### src/rtl/core/ppg_pkg.sv
// Package: shared types and constants for the pan/press gesture core.
`default_nettype none
package ppg_pkg;
	localparam int COORD_BITS  = 20;
	localparam int TARGET_BITS = 32;
	localparam int DELTA_BITS  = COORD_BITS + 1;
	localparam int VEL_BITS    = 31;
	localparam int EL_BITS     = 31;
	// delta * 1e6 fits in DELTA_BITS + 20 bits signed
	localparam int NUM_BITS    = DELTA_BITS + 20;
	localparam int QCNT_BITS   = $clog2(NUM_BITS + 1);
	localparam int ADDR_BITS   = 4;
	localparam logic [30:0] MIN_ELAPSED = 31'd1000;
	localparam logic [19:0] SCALE_1E6   = 20'd1000000;

	typedef enum logic [1:0] {OP_PAN = 2'd0, OP_PRESS = 2'd1, OP_CANCEL = 2'd2,
		OP_NONE = 2'd3} op_t;
	typedef enum logic [1:0] {KIND_NONE = 2'd0, KIND_PAN = 2'd1, KIND_PRESS = 2'd2}
		gkind_t;
	typedef enum logic [2:0] {
		EV_PAN_START = 3'd0, EV_PAN_UPDATE = 3'd1, EV_PAN_END = 3'd2,
		EV_PRESS_START = 3'd3, EV_PRESS_MOVE = 3'd4, EV_PRESS_RELEASE = 3'd5,
		EV_PRESS_CANCEL = 3'd6, EV_CANCEL = 3'd7} ev_t;
	typedef enum logic [3:0] {
		ADDR_PAN_EN = 4'd0, ADDR_PRESS_EN = 4'd4, ADDR_THRESH = 4'd8,
		ADDR_IMMED = 4'd12} addr_t;
	typedef enum logic [2:0] {
		ST_IDLE, ST_DECIDE, ST_SQUARE, ST_THRESH, ST_PREP, ST_DIV, ST_OUT} state_t;

	typedef struct packed {
		logic [1:0]             operation;
		logic [COORD_BITS-1:0]  pointer_x;
		logic [COORD_BITS-1:0]  pointer_y;
		logic [31:0]            pointer_time;
		logic                   pressed;
		logic                   down;
		logic                   released;
		logic [TARGET_BITS-1:0] target;
		logic                   hit;
		logic                   bounds_given;
		logic [COORD_BITS-1:0]  org_x;
		logic [COORD_BITS-1:0]  org_y;
	} req_t;

	typedef struct packed {
		logic [2:0]             event_kind;
		logic [TARGET_BITS-1:0] event_target;
		logic [DELTA_BITS-1:0]  delta_x;
		logic [DELTA_BITS-1:0]  delta_y;
		logic [DELTA_BITS-1:0]  step_dx;
		logic [DELTA_BITS-1:0]  step_dy;
		logic                   local_valid;
		logic [DELTA_BITS-1:0]  local_x;
		logic [DELTA_BITS-1:0]  local_y;
		logic [EL_BITS-1:0]     elapsed_us;
		logic [VEL_BITS-1:0]    speed_x;
		logic [VEL_BITS-1:0]    speed_y;
	} rsp_t;

	// decision made by the controller from the datapath status
	typedef enum logic [2:0] {
		ACT_NONE, ACT_CLEAR, ACT_CANCEL, ACT_START, ACT_END, ACT_CHECK, ACT_MOVE
	} act_t;

	typedef struct packed {
		logic   load_req;   // capture input request
		logic   apply;      // commit state update for act
		act_t   act;
		logic   emit;       // act produces a result
		logic [2:0] ev;
		logic   sq_go;      // register squares
		logic   prep;       // build event fields, load divider
		logic   div_step;
		logic   out_load;
	} cmd_t;

	typedef struct packed {
		logic   active;
		logic   accepted;
		logic [1:0] kind;
		logic   tgt_match;
		logic   same_point;
		logic   past_thresh;
		logic   div_done;
	} sts_t;
endpackage
`default_nettype wire

### src/rtl/core/ppg_if.sv
// Interfaces: request and result channels.
`default_nettype none
interface ppg_req_if import ppg_pkg::*; ();
	logic valid;
	logic ready;
	req_t data;
	modport source (output valid, output data, input ready);
	modport sink (input valid, input data, output ready);
endinterface

interface ppg_rsp_if import ppg_pkg::*; ();
	logic valid;
	logic ready;
	rsp_t data;
	modport source (output valid, output data, input ready);
	modport sink (input valid, input data, output ready);
endinterface
`default_nettype wire

### src/rtl/core/ppg_ctrl.sv
// Controller state machine: sequences one request through decide, slop check and divide.
`default_nettype none
module ppg_ctrl import ppg_pkg::*; (
	input  wire logic clk,
	input  wire logic arst_n,
	input  wire logic in_valid,
	output logic      in_ready,
	input  wire logic [1:0] op,
	input  wire logic pressed,
	input  wire logic down,
	input  wire logic released,
	input  wire logic tgt_zero,
	input  wire logic hit,
	input  wire logic pan_en,
	input  wire logic press_en,
	input  wire logic immed,
	input  wire logic thresh_zero,
	input  wire logic out_busy,
	input  sts_t      sts,
	output cmd_t      cmd
);
	state_t state_q, state_d;
	logic [1:0] op_q;
	logic pr_q, dn_q, rl_q, tz_q, hit_q;

	always_ff @(posedge clk or negedge arst_n) begin
		if (!arst_n) begin
			state_q <= ST_IDLE;
		end else begin
			state_q <= state_d;
		end
	end

	always_ff @(posedge clk) begin
		if (in_valid && in_ready) begin
			op_q <= op; pr_q <= pressed; dn_q <= down; rl_q <= released;
			tz_q <= tgt_zero; hit_q <= hit;
		end
	end

	// decision logic, evaluated in ST_DECIDE
	logic is_pan, en;
	act_t act;
	logic emit;
	logic [2:0] ev;
	always_comb begin
		is_pan = (op_q == OP_PAN);
		en = is_pan ? pan_en : press_en;
		act = ACT_NONE; emit = 1'b0; ev = EV_CANCEL;
		if (op_q == OP_CANCEL) begin
			if (sts.active) begin
				act = ACT_CANCEL; emit = sts.accepted;
				ev = (sts.kind == KIND_PRESS) ? EV_PRESS_CANCEL : EV_CANCEL;
			end
		end else if (op_q == OP_NONE) begin
			act = ACT_NONE;
		end else if (sts.active && (!en || tz_q || !sts.tgt_match ||
				sts.kind != (is_pan ? KIND_PAN : KIND_PRESS))) begin
			act = ACT_CANCEL; emit = sts.accepted;
			ev = (sts.kind == KIND_PRESS) ? EV_PRESS_CANCEL : EV_CANCEL;
		end else if (!sts.active) begin
			if (en && !tz_q && hit_q && pr_q && dn_q) begin
				act = ACT_START;
				emit = !is_pan || immed || thresh_zero;
				ev = is_pan ? EV_PAN_START : EV_PRESS_START;
			end
		end else if (!dn_q || rl_q) begin
			act = sts.accepted ? ACT_END : ACT_CLEAR;
			emit = sts.accepted;
			ev = is_pan ? EV_PAN_END : EV_PRESS_RELEASE;
		end else if (!sts.accepted) begin
			act = ACT_CHECK; emit = 1'b0; ev = EV_PAN_START;
		end else if (!sts.same_point) begin
			act = ACT_MOVE; emit = 1'b1;
			ev = is_pan ? EV_PAN_UPDATE : EV_PRESS_MOVE;
		end
	end

	always_comb begin
		state_d = state_q;
		case (state_q)
			ST_IDLE:   if (in_valid) state_d = ST_DECIDE;
			ST_DECIDE: begin
				if (act == ACT_CHECK) state_d = ST_SQUARE;
				else if (emit) state_d = ST_PREP;
				else state_d = ST_IDLE;
			end
			ST_SQUARE: state_d = ST_THRESH;
			ST_THRESH: state_d = sts.past_thresh ? ST_PREP : ST_IDLE;
			ST_PREP:   state_d = ST_DIV;
			ST_DIV:    if (sts.div_done) state_d = ST_OUT;
			ST_OUT:    if (!out_busy) state_d = ST_IDLE;
			default:   state_d = ST_IDLE;
		endcase
	end

	// act and event held from decide through the output stage
	act_t act_q;
	logic [2:0] ev_q;
	always_ff @(posedge clk) begin
		if (state_q == ST_DECIDE) begin
			act_q <= act; ev_q <= ev;
		end
	end

	always_comb begin
		cmd = '0;
		cmd.act = act;
		cmd.ev = ev;
		in_ready = (state_q == ST_IDLE);
		cmd.load_req = in_valid && in_ready;
		case (state_q)
			ST_DECIDE: begin
				// fields taken from pre-update slot state (a start uses the new values); slot update lands on the same edge
				cmd.prep = emit;
				cmd.apply = (act != ACT_CHECK);
				cmd.emit = emit;
				cmd.sq_go = (act == ACT_CHECK);
			end
			ST_SQUARE: ;
			ST_THRESH: begin
				cmd.act = ACT_CHECK; cmd.ev = ev_q;
				cmd.apply = 1'b1;
				cmd.prep = sts.past_thresh;
				cmd.emit = sts.past_thresh;
			end
			ST_DIV: begin
				cmd.act = act_q; cmd.ev = ev_q;
				cmd.div_step = 1'b1;
			end
			ST_OUT: begin
				cmd.act = act_q; cmd.ev = ev_q;
				cmd.out_load = !out_busy;
			end
			default: ;
		endcase
	end
endmodule
`default_nettype wire

### src/rtl/core/ppg_div.sv
// Two signed restoring dividers sharing a divisor, one quotient bit per cycle each.
`default_nettype none
module ppg_div import ppg_pkg::*; (
	input  wire logic clk,
	input  wire logic arst_n,
	input  wire logic start,
	input  wire logic step,
	input  wire logic signed [NUM_BITS-1:0] num_x,
	input  wire logic signed [NUM_BITS-1:0] num_y,
	input  wire logic [EL_BITS-1:0] den,
	output logic done,
	output logic [VEL_BITS-1:0] vel_x,
	output logic [VEL_BITS-1:0] vel_y
);
	logic [QCNT_BITS-1:0] cnt_q;
	logic [NUM_BITS-1:0] qx_q, qy_q;
	logic [EL_BITS:0] rx_q, ry_q;
	logic [EL_BITS-1:0] den_q;
	logic nx_q, ny_q;

	logic [EL_BITS:0] rx_sh, ry_sh, rx_sub, ry_sub;
	always_comb begin
		rx_sh = {rx_q[EL_BITS-1:0], qx_q[NUM_BITS-1]};
		ry_sh = {ry_q[EL_BITS-1:0], qy_q[NUM_BITS-1]};
		rx_sub = rx_sh - {1'b0, den_q};
		ry_sub = ry_sh - {1'b0, den_q};
	end

	always_ff @(posedge clk or negedge arst_n) begin
		if (!arst_n) begin
			cnt_q <= '0;
		end else if (start) begin
			cnt_q <= QCNT_BITS'(NUM_BITS);
		end else if (step && cnt_q != '0) begin
			cnt_q <= cnt_q - 1'b1;
		end
	end

	always_ff @(posedge clk) begin
		if (start) begin
			nx_q <= num_x[NUM_BITS-1];
			ny_q <= num_y[NUM_BITS-1];
			qx_q <= num_x[NUM_BITS-1] ? NUM_BITS'(-num_x) : num_x;
			qy_q <= num_y[NUM_BITS-1] ? NUM_BITS'(-num_y) : num_y;
			rx_q <= '0; ry_q <= '0;
			den_q <= den;
		end else if (step && cnt_q != '0) begin
			rx_q <= rx_sub[EL_BITS] ? rx_sh : rx_sub;
			ry_q <= ry_sub[EL_BITS] ? ry_sh : ry_sub;
			qx_q <= {qx_q[NUM_BITS-2:0], ~rx_sub[EL_BITS]};
			qy_q <= {qy_q[NUM_BITS-2:0], ~ry_sub[EL_BITS]};
		end
	end

	assign done = (cnt_q == '0);

	localparam logic [NUM_BITS-1:0] VMAG = NUM_BITS'(1073741823);
	logic [NUM_BITS-1:0] mx, my;
	always_comb begin
		mx = (qx_q > VMAG) ? VMAG : qx_q;
		my = (qy_q > VMAG) ? VMAG : qy_q;
		// negative side may reach -2^30; magnitude 2^30 allowed only when negative
		if (nx_q) vel_x = (qx_q > VMAG) ? 31'h40000000 : VEL_BITS'(-mx);
		else      vel_x = VEL_BITS'(mx);
		if (ny_q) vel_y = (qy_q > VMAG) ? 31'h40000000 : VEL_BITS'(-my);
		else      vel_y = VEL_BITS'(my);
	end
endmodule
`default_nettype wire

### src/rtl/core/ppg_dp.sv
// Datapath: gesture slot registers, event field arithmetic, slop check, divider and output stage.
`default_nettype none
module ppg_dp import ppg_pkg::*; (
	input  wire logic clk,
	input  wire logic arst_n,
	input  req_t      req,
	input  cmd_t      cmd,
	input  wire logic [15:0] thresh,
	input  wire logic immed,
	output sts_t      sts,
	output logic      out_busy,
	output logic      out_valid,
	input  wire logic out_ready,
	output rsp_t      out_data
);
	req_t r_q;
	logic active_q, accepted_q, local_q;
	gkind_t kind_q;
	logic [TARGET_BITS-1:0] tgt_q;
	logic signed [COORD_BITS-1:0] ox_q, oy_q, sx_q, sy_q, lx_q, ly_q;
	logic [31:0] st_q, lt_q;

	always_ff @(posedge clk) begin
		if (cmd.load_req) r_q <= req;
	end

	// event point: last point on cancel, else the request point
	logic is_cancel;
	logic signed [COORD_BITS-1:0] px, py;
	logic [31:0] pt;
	logic [1:0] op_k;
	always_comb begin
		is_cancel = (cmd.act == ACT_CANCEL);
		op_k = (r_q.operation == OP_PAN) ? KIND_PAN : KIND_PRESS;
		px = is_cancel ? lx_q : r_q.pointer_x;
		py = is_cancel ? ly_q : r_q.pointer_y;
		pt = is_cancel ? lt_q : r_q.pointer_time;
	end

	// on start the fields are computed against the new slot values
	logic start;
	logic signed [COORD_BITS-1:0] bsx, bsy, blx, bly, box, boy;
	logic [31:0] bst;
	logic bloc;
	logic [TARGET_BITS-1:0] btgt;
	always_comb begin
		start = (cmd.act == ACT_START);
		bsx = start ? r_q.pointer_x : sx_q;
		bsy = start ? r_q.pointer_y : sy_q;
		blx = start ? r_q.pointer_x : lx_q;
		bly = start ? r_q.pointer_y : ly_q;
		bst = start ? r_q.pointer_time : st_q;
		bloc = start ? (op_k == KIND_PRESS && r_q.bounds_given) : local_q;
		box = start ? ((op_k == KIND_PRESS && r_q.bounds_given) ? r_q.org_x : '0) : ox_q;
		boy = start ? ((op_k == KIND_PRESS && r_q.bounds_given) ? r_q.org_y : '0) : oy_q;
		btgt = start ? r_q.target : tgt_q;
	end

	logic signed [DELTA_BITS-1:0] dx, dy;
	logic signed [32:0] el_raw;
	logic [EL_BITS-1:0] el;
	always_comb begin
		dx = DELTA_BITS'(px) - DELTA_BITS'(bsx);
		dy = DELTA_BITS'(py) - DELTA_BITS'(bsy);
		el_raw = $signed({1'b0, pt}) - $signed({1'b0, bst});
		if (el_raw < 33'sd1000) el = MIN_ELAPSED;
		else if (el_raw > 33'sd2147483647) el = '1;
		else el = el_raw[EL_BITS-1:0];
	end

	// prep stage: register fields and the delta products
	rsp_t f_s1;
	logic signed [NUM_BITS-1:0] nx_s1, ny_s1;
	always_ff @(posedge clk) begin
		if (cmd.prep) begin
			f_s1.event_kind <= cmd.ev;
			f_s1.event_target <= btgt;
			f_s1.delta_x <= dx;
			f_s1.delta_y <= dy;
			f_s1.step_dx <= DELTA_BITS'(px) - DELTA_BITS'(blx);
			f_s1.step_dy <= DELTA_BITS'(py) - DELTA_BITS'(bly);
			f_s1.local_valid <= bloc;
			f_s1.local_x <= DELTA_BITS'(px) - DELTA_BITS'(box);
			f_s1.local_y <= DELTA_BITS'(py) - DELTA_BITS'(boy);
			f_s1.elapsed_us <= el;
			f_s1.speed_x <= '0;
			f_s1.speed_y <= '0;
			nx_s1 <= NUM_BITS'(dx) * $signed({1'b0, SCALE_1E6});
			ny_s1 <= NUM_BITS'(dy) * $signed({1'b0, SCALE_1E6});
		end
	end

	logic div_start_q;
	always_ff @(posedge clk or negedge arst_n) begin
		if (!arst_n) div_start_q <= 1'b0;
		else div_start_q <= cmd.prep;
	end

	logic div_done;
	logic [VEL_BITS-1:0] vx, vy;
	ppg_div u_div (
		.clk, .arst_n,
		.start(div_start_q),
		.step(cmd.div_step && !div_start_q),
		.num_x(nx_s1), .num_y(ny_s1),
		.den(f_s1.elapsed_us),
		.done(div_done),
		.vel_x(vx), .vel_y(vy)
	);

	// slop check: squares registered from ST_DECIDE, compared in ST_THRESH
	logic [DELTA_BITS-1:0] ax, ay;
	logic big_q;
	logic [31:0] sqx_q, sqy_q;
	always_comb begin
		ax = dx[DELTA_BITS-1] ? DELTA_BITS'(-dx) : dx;
		ay = dy[DELTA_BITS-1] ? DELTA_BITS'(-dy) : dy;
	end
	always_ff @(posedge clk) begin
		if (cmd.sq_go) begin
			big_q <= (ax > DELTA_BITS'(16'hFFFF)) || (ay > DELTA_BITS'(16'hFFFF));
			sqx_q <= ax[15:0] * ax[15:0];
			sqy_q <= ay[15:0] * ay[15:0];
		end
	end
	logic [32:0] sum;
	logic [31:0] th2;
	always_comb begin
		sum = {1'b0, sqx_q} + {1'b0, sqy_q};
		th2 = thresh * thresh;
	end

	// slot update
	always_ff @(posedge clk or negedge arst_n) begin
		if (!arst_n) begin
			active_q <= 1'b0; accepted_q <= 1'b0; kind_q <= KIND_NONE;
			tgt_q <= '0; local_q <= 1'b0;
			ox_q <= '0; oy_q <= '0; sx_q <= '0; sy_q <= '0;
			lx_q <= '0; ly_q <= '0; st_q <= '0; lt_q <= '0;
		end else if (cmd.apply) begin
			case (cmd.act)
				ACT_CLEAR, ACT_CANCEL, ACT_END: begin
					active_q <= 1'b0; accepted_q <= 1'b0; kind_q <= KIND_NONE;
					tgt_q <= '0; local_q <= 1'b0;
					ox_q <= '0; oy_q <= '0; sx_q <= '0; sy_q <= '0;
					lx_q <= '0; ly_q <= '0; st_q <= '0; lt_q <= '0;
				end
				ACT_START: begin
					active_q <= 1'b1;
					accepted_q <= (op_k == KIND_PRESS) || immed || (thresh == '0);
					kind_q <= gkind_t'(op_k);
					tgt_q <= r_q.target; local_q <= bloc;
					ox_q <= box; oy_q <= boy;
					sx_q <= r_q.pointer_x; sy_q <= r_q.pointer_y;
					lx_q <= r_q.pointer_x; ly_q <= r_q.pointer_y;
					st_q <= r_q.pointer_time; lt_q <= r_q.pointer_time;
				end
				ACT_CHECK, ACT_MOVE: begin
					if (cmd.act == ACT_CHECK && sts.past_thresh) accepted_q <= 1'b1;
					lx_q <= r_q.pointer_x; ly_q <= r_q.pointer_y;
					lt_q <= r_q.pointer_time;
				end
				default: ;
			endcase
		end
	end

	always_comb begin
		sts.active = active_q;
		sts.accepted = accepted_q;
		sts.kind = kind_q;
		sts.tgt_match = (r_q.target == tgt_q);
		sts.same_point = (r_q.pointer_x == lx_q) && (r_q.pointer_y == ly_q);
		sts.past_thresh = big_q || (sum >= {1'b0, th2});
		sts.div_done = div_done && !div_start_q;
	end

	// output register
	rsp_t f_out;
	always_comb begin
		f_out = f_s1;
		f_out.speed_x = vx;
		f_out.speed_y = vy;
	end
	always_ff @(posedge clk or negedge arst_n) begin
		if (!arst_n) out_valid <= 1'b0;
		else if (cmd.out_load) out_valid <= 1'b1;
		else if (out_ready) out_valid <= 1'b0;
	end
	always_ff @(posedge clk) begin
		if (cmd.out_load) out_data <= f_out;
	end
	assign out_busy = out_valid && !out_ready;
endmodule
`default_nettype wire

### src/rtl/core/pan_press_gesture_recognizer_core.sv
// Top level: pan/press gesture recognizer with touch slop.
//
//  channel  | dir | type              | payload
//  req      | in  | ppg_req_if.sink   | operation, pointer, time, buttons, target, origin
//  rsp      | out | ppg_rsp_if.source | event kind, target, deltas, local, elapsed, velocity
//  apb      | in  | psel/penable/...  | pan_enabled, press_enabled, pan_threshold, immediate
//
// One request at a time. A request with no result goes through decide (and the
// square and threshold steps of the slop check); one with a result also goes through
// prep, the bit-serial velocity divider over a 41-bit dividend, and the output stage.
// arst_n clears the slot and the registers (threshold to 96).
// A result waiting at the output stalls only the final transfer step.
`default_nettype none
module pan_press_gesture_recognizer_core import ppg_pkg::*; (
	input  wire logic clk,
	input  wire logic arst_n,
	ppg_req_if.sink   req,
	ppg_rsp_if.source rsp,
	input  wire logic psel,
	input  wire logic penable,
	input  wire logic pwrite,
	input  wire logic [ADDR_BITS-1:0] paddr,
	input  wire logic [31:0] pwdata,
	output logic [31:0] prdata,
	output logic pready
);
	logic pan_en_q, press_en_q, immed_q;
	logic [15:0] thresh_q;

	assign pready = 1'b1;
	always_ff @(posedge clk or negedge arst_n) begin
		if (!arst_n) begin
			pan_en_q <= 1'b0; press_en_q <= 1'b0;
			thresh_q <= 16'd96; immed_q <= 1'b0;
		end else if (psel && penable && pwrite) begin
			case (paddr)
				ADDR_PAN_EN:   pan_en_q <= pwdata[0];
				ADDR_PRESS_EN: press_en_q <= pwdata[0];
				ADDR_THRESH:   thresh_q <= pwdata[15:0];
				ADDR_IMMED:    immed_q <= pwdata[0];
				default: ;
			endcase
		end
	end
	always_comb begin
		case (paddr)
			ADDR_PAN_EN:   prdata = {31'd0, pan_en_q};
			ADDR_PRESS_EN: prdata = {31'd0, press_en_q};
			ADDR_THRESH:   prdata = {16'd0, thresh_q};
			ADDR_IMMED:    prdata = {31'd0, immed_q};
			default:       prdata = '0;
		endcase
	end

	cmd_t cmd;
	sts_t sts;
	logic out_busy;

	// thresh_zero only matters for a pan start
	ppg_ctrl u_ctrl (
		.clk, .arst_n,
		.in_valid(req.valid), .in_ready(req.ready),
		.op(req.data.operation),
		.pressed(req.data.pressed), .down(req.data.down),
		.released(req.data.released),
		.tgt_zero(req.data.target == '0), .hit(req.data.hit),
		.pan_en(pan_en_q), .press_en(press_en_q), .immed(immed_q),
		.thresh_zero(thresh_q == '0),
		.out_busy, .sts, .cmd
	);

	ppg_dp u_dp (
		.clk, .arst_n,
		.req(req.data), .cmd, .thresh(thresh_q), .immed(immed_q),
		.sts, .out_busy,
		.out_valid(rsp.valid), .out_ready(rsp.ready), .out_data(rsp.data)
	);
endmodule
`default_nettype wire

### src/flat_wrapper.sv
// flat-port wrapper written by rule: the top's interface ports become plain ports
module pan_press_gesture_recognizer_core_flat import ppg_pkg::*;
  (clk, arst_n, psel, penable, pwrite, paddr, pwdata, prdata, pready, req_valid, req_data, req_ready, rsp_valid, rsp_data, rsp_ready);
  ppg_req_if req_i ();
  ppg_rsp_if rsp_i ();
  input  wire logic clk;
  input  wire logic arst_n;
  input  wire logic psel;
  input  wire logic penable;
  input  wire logic pwrite;
  input  wire logic [ADDR_BITS-1:0] paddr;
  input  wire logic [31:0] pwdata;
  output logic [31:0] prdata;
  output logic pready;
  input wire logic [$bits(req_i.valid)-1:0] req_valid;
  input wire logic [$bits(req_i.data)-1:0] req_data;
  output wire logic [$bits(req_i.ready)-1:0] req_ready;
  output wire logic [$bits(rsp_i.valid)-1:0] rsp_valid;
  output wire logic [$bits(rsp_i.data)-1:0] rsp_data;
  input wire logic [$bits(rsp_i.ready)-1:0] rsp_ready;
  assign req_i.valid = req_valid;
  assign req_i.data = req_data;
  assign req_ready = req_i.ready;
  assign rsp_valid = rsp_i.valid;
  assign rsp_data = rsp_i.data;
  assign rsp_i.ready = rsp_ready;
  pan_press_gesture_recognizer_core u_core (.clk(clk), .arst_n(arst_n), .req(req_i), .rsp(rsp_i), .psel(psel), .penable(penable), .pwrite(pwrite), .paddr(paddr), .pwdata(pwdata), .prdata(prdata), .pready(pready));
endmodule
### config.mk
export PLATFORM = sky130hd
export DESIGN_NAME = pan_press_gesture_recognizer_core_flat
export DESIGN_NICKNAME = d
export VERILOG_FILES = /design/src/rtl/core/ppg_pkg.sv /design/src/rtl/core/ppg_if.sv /design/src/rtl/core/ppg_ctrl.sv /design/src/rtl/core/ppg_div.sv /design/src/rtl/core/ppg_dp.sv /design/src/rtl/core/pan_press_gesture_recognizer_core.sv /design/src/flat_wrapper.sv
export SDC_FILE = /design/constraint.sdc
export NUM_CORES = 2
export LEC_CHECK = 0
export BUFFER_PORTS_ARGS = -buffer_cell sky130_fd_sc_hd__buf_2
export CAP_MARGIN = 15
export CORE_MARGIN = 2
export CORE_UTILIZATION = 63
export DETAILED_ROUTE_END_ITERATION = 16
export PLACE_DENSITY = 0.85
export SLEW_MARGIN = 10
export SYNTH_ARGS = -nofsm -noshare
export SYNTH_HDL_FRONTEND = slang
export SYNTH_SLANG_ARGS = --single-unit
### constraint.sdc
create_clock -name clk -period 18.3 [get_ports clk]
set_clock_uncertainty 0.05 [all_clocks]
set_input_delay 0.915 -clock clk [delete_from_list [all_inputs] [get_ports clk]]
set_output_delay 0.915 -clock clk [all_outputs]
set_load 0.02 [all_outputs]
* Word-level counts from Yosys, hierarchy flattened *
Index checks and enable logic that the tools add are counted.
W data, S select, Z words.

word-level totals
  register bits = 1169
  bits of input ports = 194
  logic and storage cells = 288

cells by class
  add/subtract/negate cells = 17
  multiply operators = 5
  magnitude comparators = 7
  eq/ne operators = 29
  mux-type cells = 98
  bitwise logic cells = 2
  reduce and logical (&&, ||, !) cells = 59

operator list
  operator                  number
  $mux W31                  9
  $mux W41                  6
  $pmux W20 S2              6
  $mux W20                  10
  $pmux W32 S2              3
  $sub A20 B20 Y21          6
  $mul A16 B16 Y32          3
  $mux W32                  3
  $gt A41 B30 Y1 const B    2
  $neg A41 Y41              2
  $mux W3                   25
  $mul A21 B15 Y35 const B  2
  $pmux W16 S4              1
  $sub A32 B31 Y32          2
  $neg A31 Y31              2
  $gt A21 B16 Y1 const B    2
  $mux W21                  2
  $neg A21 Y21              2
  $eq A20 B20 Y1            2
  $add A32 B32 Y33          1
  $ge A33 B32 Y1            1
  $gt A33 B32 Y1 const B    1
  $lt A33 B11 Y1 const B    1
  $sub A32 B32 Y33          1
  37 further kinds          122

* Longest topological paths before layout *
  depth after elaboration = 19
  mapped depth = 63

* By module *
Synthesis repeated with hierarchy kept, for this count alone.

unflattened totals
  cell total of the unflattened synthesis = 8939
  area total of the unflattened synthesis = 92296.0 um2

modules (own cells, without submodules)
  module                             instances  cells an instance  area each (um2)
  ppg_dp                             1          7069               75910.3
  ppg_div                            1          1650               14041.0
  pan_press_gesture_recognizer_core  1          101                1197.4
  ppg_ctrl                           1          119                1147.4

* Least setup slack after synthesis *
Ideal clock, no wire load.

  kind = reg2reg
  from = register u_core.u_ctrl.op_q[1]
  to = register u_core.u_dp.sqy_q[31] (data pin)
  library setup time = 0.268 ns
  data arrival time = 12.613 ns
  slack = 5.370 ns
  cell stages (with the launch flop) = 58
  clock period less this slack = 12.930 ns
  path through = edfxtp_1 > buf_2 > or3b_4 > a2111oi_2 > nand4_1 > nor4_1 > o22a_1 > nand3_1 > nor2_2 > buf_4 > buf_2 > clkbuf_1 > clkbuf_1 > mux2i_1 > ha_1 > a21oi_1 > inv_1 > mux2i_1 > [... 22 more ...] > inv_1 > fa_1 > ha_1 > a21oi_1 > o21bai_1 > a21oi_1 > o21bai_1 > a21oi_1 > nand2b_1 > a2111oi_0 > o31a_1 > o21a_1 > nor2_1 > o21ai_0 > o41ai_1 > o21ai_0 > o41ai_1 > xnor3_1

between the ends
  elaborated cells on any way between the ends = 29
  those cells by class = 2 x add/sub; 1 x mul; 5 x eq/ne; 11 x mux; 10 x reduce/logical

RTL lines
  element                                 RTL line                    source
  from (decl)                             ppg_ctrl.sv:23              logic [1:0] op_q;
  from (signal assigned)                  ppg_ctrl.sv:36              op_q <= op; pr_q <= pressed; dn_q <= down; rl_q <= released;
  $logic_not A2 Y1                        ppg_ctrl.sv:47              is_pan = (op_q == OP_PAN);
  $mux W1                                 ppg_ctrl.sv:48              en = is_pan ? pan_en : press_en;
  $logic_and A1 B1 Y1 (4 in series)       ppg_ctrl.sv:62              if (en && !tz_q && hit_q && pr_q && dn_q) begin
  $mux W2                                 ppg_ctrl.sv:62
  $mux W3                                 ppg_ctrl.sv:61              end else if (!sts.active) begin
  $mux W3                                 ppg_ctrl.sv:57              end else if (sts.active && (!en || tz_q || !sts.tgt_match ||
  $mux W3                                 ppg_ctrl.sv:55              end else if (op_q == OP_NONE) begin
  $mux W3 (*)                             ppg_ctrl.sv:50              if (op_q == OP_CANCEL) begin
  $pmux W3 S2 (*)                         ppg_ctrl.sv:112             case (state_q)
  $eq A3 B2 Y1, on equally long branches  ppg_dp.sv:33, ppg_dp.sv:47
  $mux W20, on equally long branches      ppg_dp.sv:36, ppg_dp.sv:49
  $sub A20 B20 Y21 (*)                    ppg_dp.sv:64                dy = DELTA_BITS'(py) - DELTA_BITS'(bsy);
  named net u_core.u_dp.dy[20]            ppg_dp.sv:59                logic signed [DELTA_BITS-1:0] dx, dy;
  $mux W21 (*)                            ppg_dp.sv:117               ay = dy[DELTA_BITS-1] ? DELTA_BITS'(-dy) : dy;
  $mul A16 B16 Y32 (*)                    ppg_dp.sv:123               sqy_q <= ay[15:0] * ay[15:0];
  to (signal assigned)                    ppg_dp.sv:123
  to (decl)                               ppg_dp.sv:114               logic [31:0] sqx_q, sqy_q;

The timed path passes the listed nets; every way through them passes the cells marked *.
A chain may end at the register's enable or synchronous reset.

* Final worst setup path *
  from = register u_core.u_dp.r_q[146] (netlist name)
  to = register u_core.u_dp.sqy_q[31] (data pin)

between the ends
  word-level cells in the longest chain between the ends = 16
  elaborated cells on any way between the ends = 18
  those cells by class = 2 x add/sub; 1 x mul; 3 x eq/ne; 11 x mux; 1 x reduce/logical

RTL lines
  element                                 RTL line                    source
  from (decl)                             ppg_dp.sv:16                req_t r_q;
  from (signal assigned)                  ppg_dp.sv:24                if (cmd.load_req) r_q <= req;
  $eq A20 B20 Y1 (*)                      ppg_dp.sv:173               sts.same_point = (r_q.pointer_x == lx_q) && (r_q.pointer_y == ly_q);
  $logic_and A1 B1 Y1 (*)                 ppg_dp.sv:173
  $mux W3 (*)                             ppg_ctrl.sv:73              end else if (!sts.same_point) begin
  $mux W3 (*)                             ppg_ctrl.sv:71              end else if (!sts.accepted) begin
  $mux W3 (*)                             ppg_ctrl.sv:67              end else if (!dn_q || rl_q) begin
  $mux W3 (*)                             ppg_ctrl.sv:61
  $mux W3 (*)                             ppg_ctrl.sv:57
  $mux W3 (*)                             ppg_ctrl.sv:55
  $mux W3 (*)                             ppg_ctrl.sv:50
  $pmux W3 S2 (*)                         ppg_ctrl.sv:112
  $eq A3 B2 Y1, on equally long branches  ppg_dp.sv:33, ppg_dp.sv:47
  $mux W20, on equally long branches      ppg_dp.sv:36, ppg_dp.sv:49
  $sub A20 B20 Y21 (*)                    ppg_dp.sv:64
  $neg A21 Y21                            ppg_dp.sv:117
  $mux W21 (*)                            ppg_dp.sv:117
  $mul A16 B16 Y32 (*)                    ppg_dp.sv:123

Mark *: on every way between the ends. The rest lies on a longest branch, timed or not.

==> impl_metrics.py <==
metrics = {
    "outcome": {
        "outcome": "finished clean",
    },
    "route": {
        "routed_wl_um": 231000,
        "drt-pass1-iter-count": 8,
        "drc": 0,
        "via_count": 66700,
        "dr_wl_met2_um": 107000,
        "ant_nets": 0,
        "drtIter0Drc": 6678,
        "via_per_inst": 6.07,
        "met3_length_um": 20900,
        "highest_layer": "met5",
        "wl_per_cell_um": 21.0,
        "drt-met1-wl_um": 91800,
    },
    "synthesis": {
        "netlist_instances": 8584,
        "avgSynthCellArea_um2": 10.6,
        "synth_seq_area_share": 0.364,
        "synthArstFlopShare": 0.216,
        "synth_cell_types": 126,
        "syn_area_um2": 90700,
        "synthFlopType": "edfxtp_1",
        "yosysWarnings": 0,
        "ys_ff_latch": 1161,
        "synth_edf_count": 848,
    },
    "cts": {
        "htreeDepth": 4,
        "cts_buffer_depth": 3,
        "cts_resized": 0,
        "numClockSinks": 1161,
        "clk_latency_ps": 820,
        "cts_buffers": 131,
        "cts_hold_buf": 0,
        "post_cts_buffers": 0,
        "path_clk_slew_ps": 60,
        "cts_tree": "done",
        "cts_root_buf": "clkbuf_16",
    },
    "setup_path": {
        "critPathKind": "flip-flop to flip-flop",
        "cp_slowest_cell": "xnor2_2",
        "worstPathRequired_ps": 18760,
        "cp-start-kind": "flip-flop",
        "critPathArrivalTime_ps": 16460,
        "crit_fanout": 29,
        "max_stage_delay_ps": 790,
        "cp-end-kind": "flip-flop",
    },
    "job": {
        "maxCapViolCount": 0,
    },
    "placed_design": {
        "preCtsSetupSlack_ps": 2670,
        "port_buffers": 450,
        "gp_congestion": 0.997,
        "hpwl_um": 172000,
        "placed_cells": 10700,
    },
    "die": {
        "die_area_um2": 147000,
        "rows": 139,
        "dieWidth_um": 383,
        "die_y_um": 383,
        "io_pins": 484,
        "start_util": 0.633,
        "coreArea_um2": 143000,
    },
    "timing": {
        "fin_crit_ps": 16000,
        "period_share": 0.875,
        "clock.fmax_mhz": 62.5,
        "rsz0062_at_grt": "false",
        "layout_setup_ws_ps": 2300,
        "hold_violations": 0,
        "relSlewSlack": 0.231,
        "tightest_slew_ps": 1150,
        "setup_viol": 0,
        "finalSetupTns_ps": 0,
        "maxSlewViolCount": 0,
    },
    "layout": {
        "finalNetCount": 10700,
        "drive_gt1_frac": 0.103,
        "finalNonFillerCells": 11000,
        "area_delta_synth_final_pct": 9.45,
    },
    "grt": {
        "track_usage": 0.316,
        "grt_pass1_wl_um": 365000,
        "first_global_vias": 67700,
        "antenna_found_initial": 19,
        "grt.overflow.total": 0,
        "grt_max_degree": 151,
    },
    "hold_path": {
        "hold_class": "primary input to asynchronous set/reset pin",
    },
}
## placed cells by master (no fill, tap or decap), types with 210 or more instances in the layout
cell type  synthesis  layout
inv_1           1051    1051
xnor2_1          299     297
nor2_1           643     641
xor2_1           210     210
dfrtp_1          249     248
fa_1             684     684
o21ai_0          248     248
edfxtp_1         848     848
ha_1             866     866
buf_2             31     449
a21oi_1          382     382
nand2_1          769     765
## kinds of logic (layout without fill, tap and decap cells)
family / count (synthesis) / count (layout) / synth area share
flip-flops: 1161 / 1161 / 0.364
AO/OA/AOI/OAI: 1505 / 1505 / 0.115
adder cells (fa/ha/maj): 1565 / 1565 / 0.272
buffers and inverters: 1377 / 1847 / 0.0589
other: 2 / 28 / 0.0000828
multiplexers: 185 / 185 / 0.0211
AND/OR/NAND/NOR: 2255 / 2255 / 0.115
XOR/XNOR: 534 / 534 / 0.0540
## registers in the layout, summed over array words and instances (netlist names), 6 cells and up
register and count:
u_core.u_dp.f_out 193, u_core.u_dp.sqy_q 31, u_core.u_dp.ly_q 20, u_core.u_dp.sx_q 20, u_core.u_dp.ny_s1 32, u_core.u_dp.lx_q 20, u_core.u_dp.u_div.cnt_q 6, u_core.u_dp.sqx_q 31
u_core.thresh_q 16, u_core.u_dp.u_div.ry_q 31, u_core.u_dp.out_data 255, u_core.u_dp.u_div.rx_q 31, u_core.u_dp.u_div.qy_q 41, u_core.u_dp.u_div.den_q 31, u_core.u_dp.st_q 32, u_core.u_dp.tgt_q 32
u_core.u_dp.nx_s1 32, u_core.u_dp.lt_q 32, u_core.u_dp.ox_q 20, u_core.u_dp.u_div.qx_q 41, u_core.u_dp.sy_q 20, u_core.u_dp.r_q 145, u_core.u_dp.oy_q 20
## layer usage
layer	vias up	global-route usage
met2	3070	0.504
met3	568	0.0638
met1	32800	0.422
met5	-	0
li1	30300	-
met4	10	0.139
## critical path: cells and delay by family (launching register included)
kind,cells,cell delay (ps)
buffers and inverters,7,860
muxes,2,680
AOI/OAI and AO/OA,21,5300
and+or+nand+nor,10,2960
xor gates and xnor gates,3,1750
adders and majority gates,9,3620
DFF,1,480
## cell usage after synthesis, types with 24 or more instances
master | number | area (µm²)
o41ai_1 | 27 | 236
o31ai_1 | 38 | 285
a22o_1 | 197 | 1730
nand4_1 | 36 | 225
o21bai_1 | 52 | 390
nand3_1 | 121 | 606
nor2b_1 | 80 | 500
edfxtp_1 | 848 | 25500
nand2b_1 | 84 | 526
inv_1 | 1051 | 3950
or2_2 | 40 | 250
mux2i_1 | 150 | 1500
xor2_1 | 210 | 1840
xnor2_1 | 299 | 2620
dfxtp_1 | 62 | 1240
a32o_1 | 30 | 300
and3_1 | 78 | 488
dfrtp_1 | 249 | 6230
fa_1 | 684 | 13700
o21a_1 | 42 | 315
nand2_1 | 769 | 2890
inv_2 | 28 | 105
o21ai_0 | 248 | 1240
nor3_1 | 108 | 541
buf_4 | 26 | 195
clkbuf_1 | 207 | 777
buf_1 | 27 | 101
a21o_1 | 78 | 586
buf_2 | 31 | 155
o22ai_1 | 24 | 150
and2_1 | 104 | 651
a21oi_1 | 382 | 1910
a211oi_1 | 78 | 586
mux2_2 | 31 | 349
ha_1 | 866 | 10800
nor4_1 | 43 | 269
a21boi_0 | 30 | 225
or3_1 | 63 | 394
nor2_1 | 643 | 2410
a31oi_1 | 44 | 275
## path summary, 6_finish.rpt
kind / start / to / slack, ps / cells after the start
worst max-delay path: u_core.u_dp.r_q[146] / u_core.u_dp.sqy_q[31] / 2300 / 52
worst min-delay path: arst_n / u_core.u_dp.oy_q[10] / 100 / 1
worst max register to register: u_core.u_dp.r_q[146] / u_core.u_dp.sqy_q[31] / 2300 / 52
worst min register to register: u_core.u_dp.f_out[236] / u_core.u_dp.out_data[236] / 360 / 0
max in group asynchronous: arst_n / u_core.u_dp.ox_q[13] / 16630 / 2
min in group clk: req_data[94] / u_core.u_dp.r_q[94] / 210 / 1
## layout make-up
type                    instances  area [µm²]
diodes                         11        27.5
clock buffers                 172        3550
clock inverters                69         881
fillers                     10200       44100
inverters                    1082        4060
multi-input cells            6061       52500
flip-flops and latches       1161       33000
well taps                    1903        2380
repair buffers                524        2840
## per-stage QoR
step                hold slack, ps  instance area (µm²)  utilization
finish                        96.8                99200        0.692
global route                   128                99200        0.692
CTS                           76.4                99200        0.692
detailed placement             355                94800        0.661
global placement               353                94800        0.661
floorplan                      350                90700            -
Power is not shown: default switching activity piles up to over one toggle a cycle in this logic, so the estimate is an artifact.
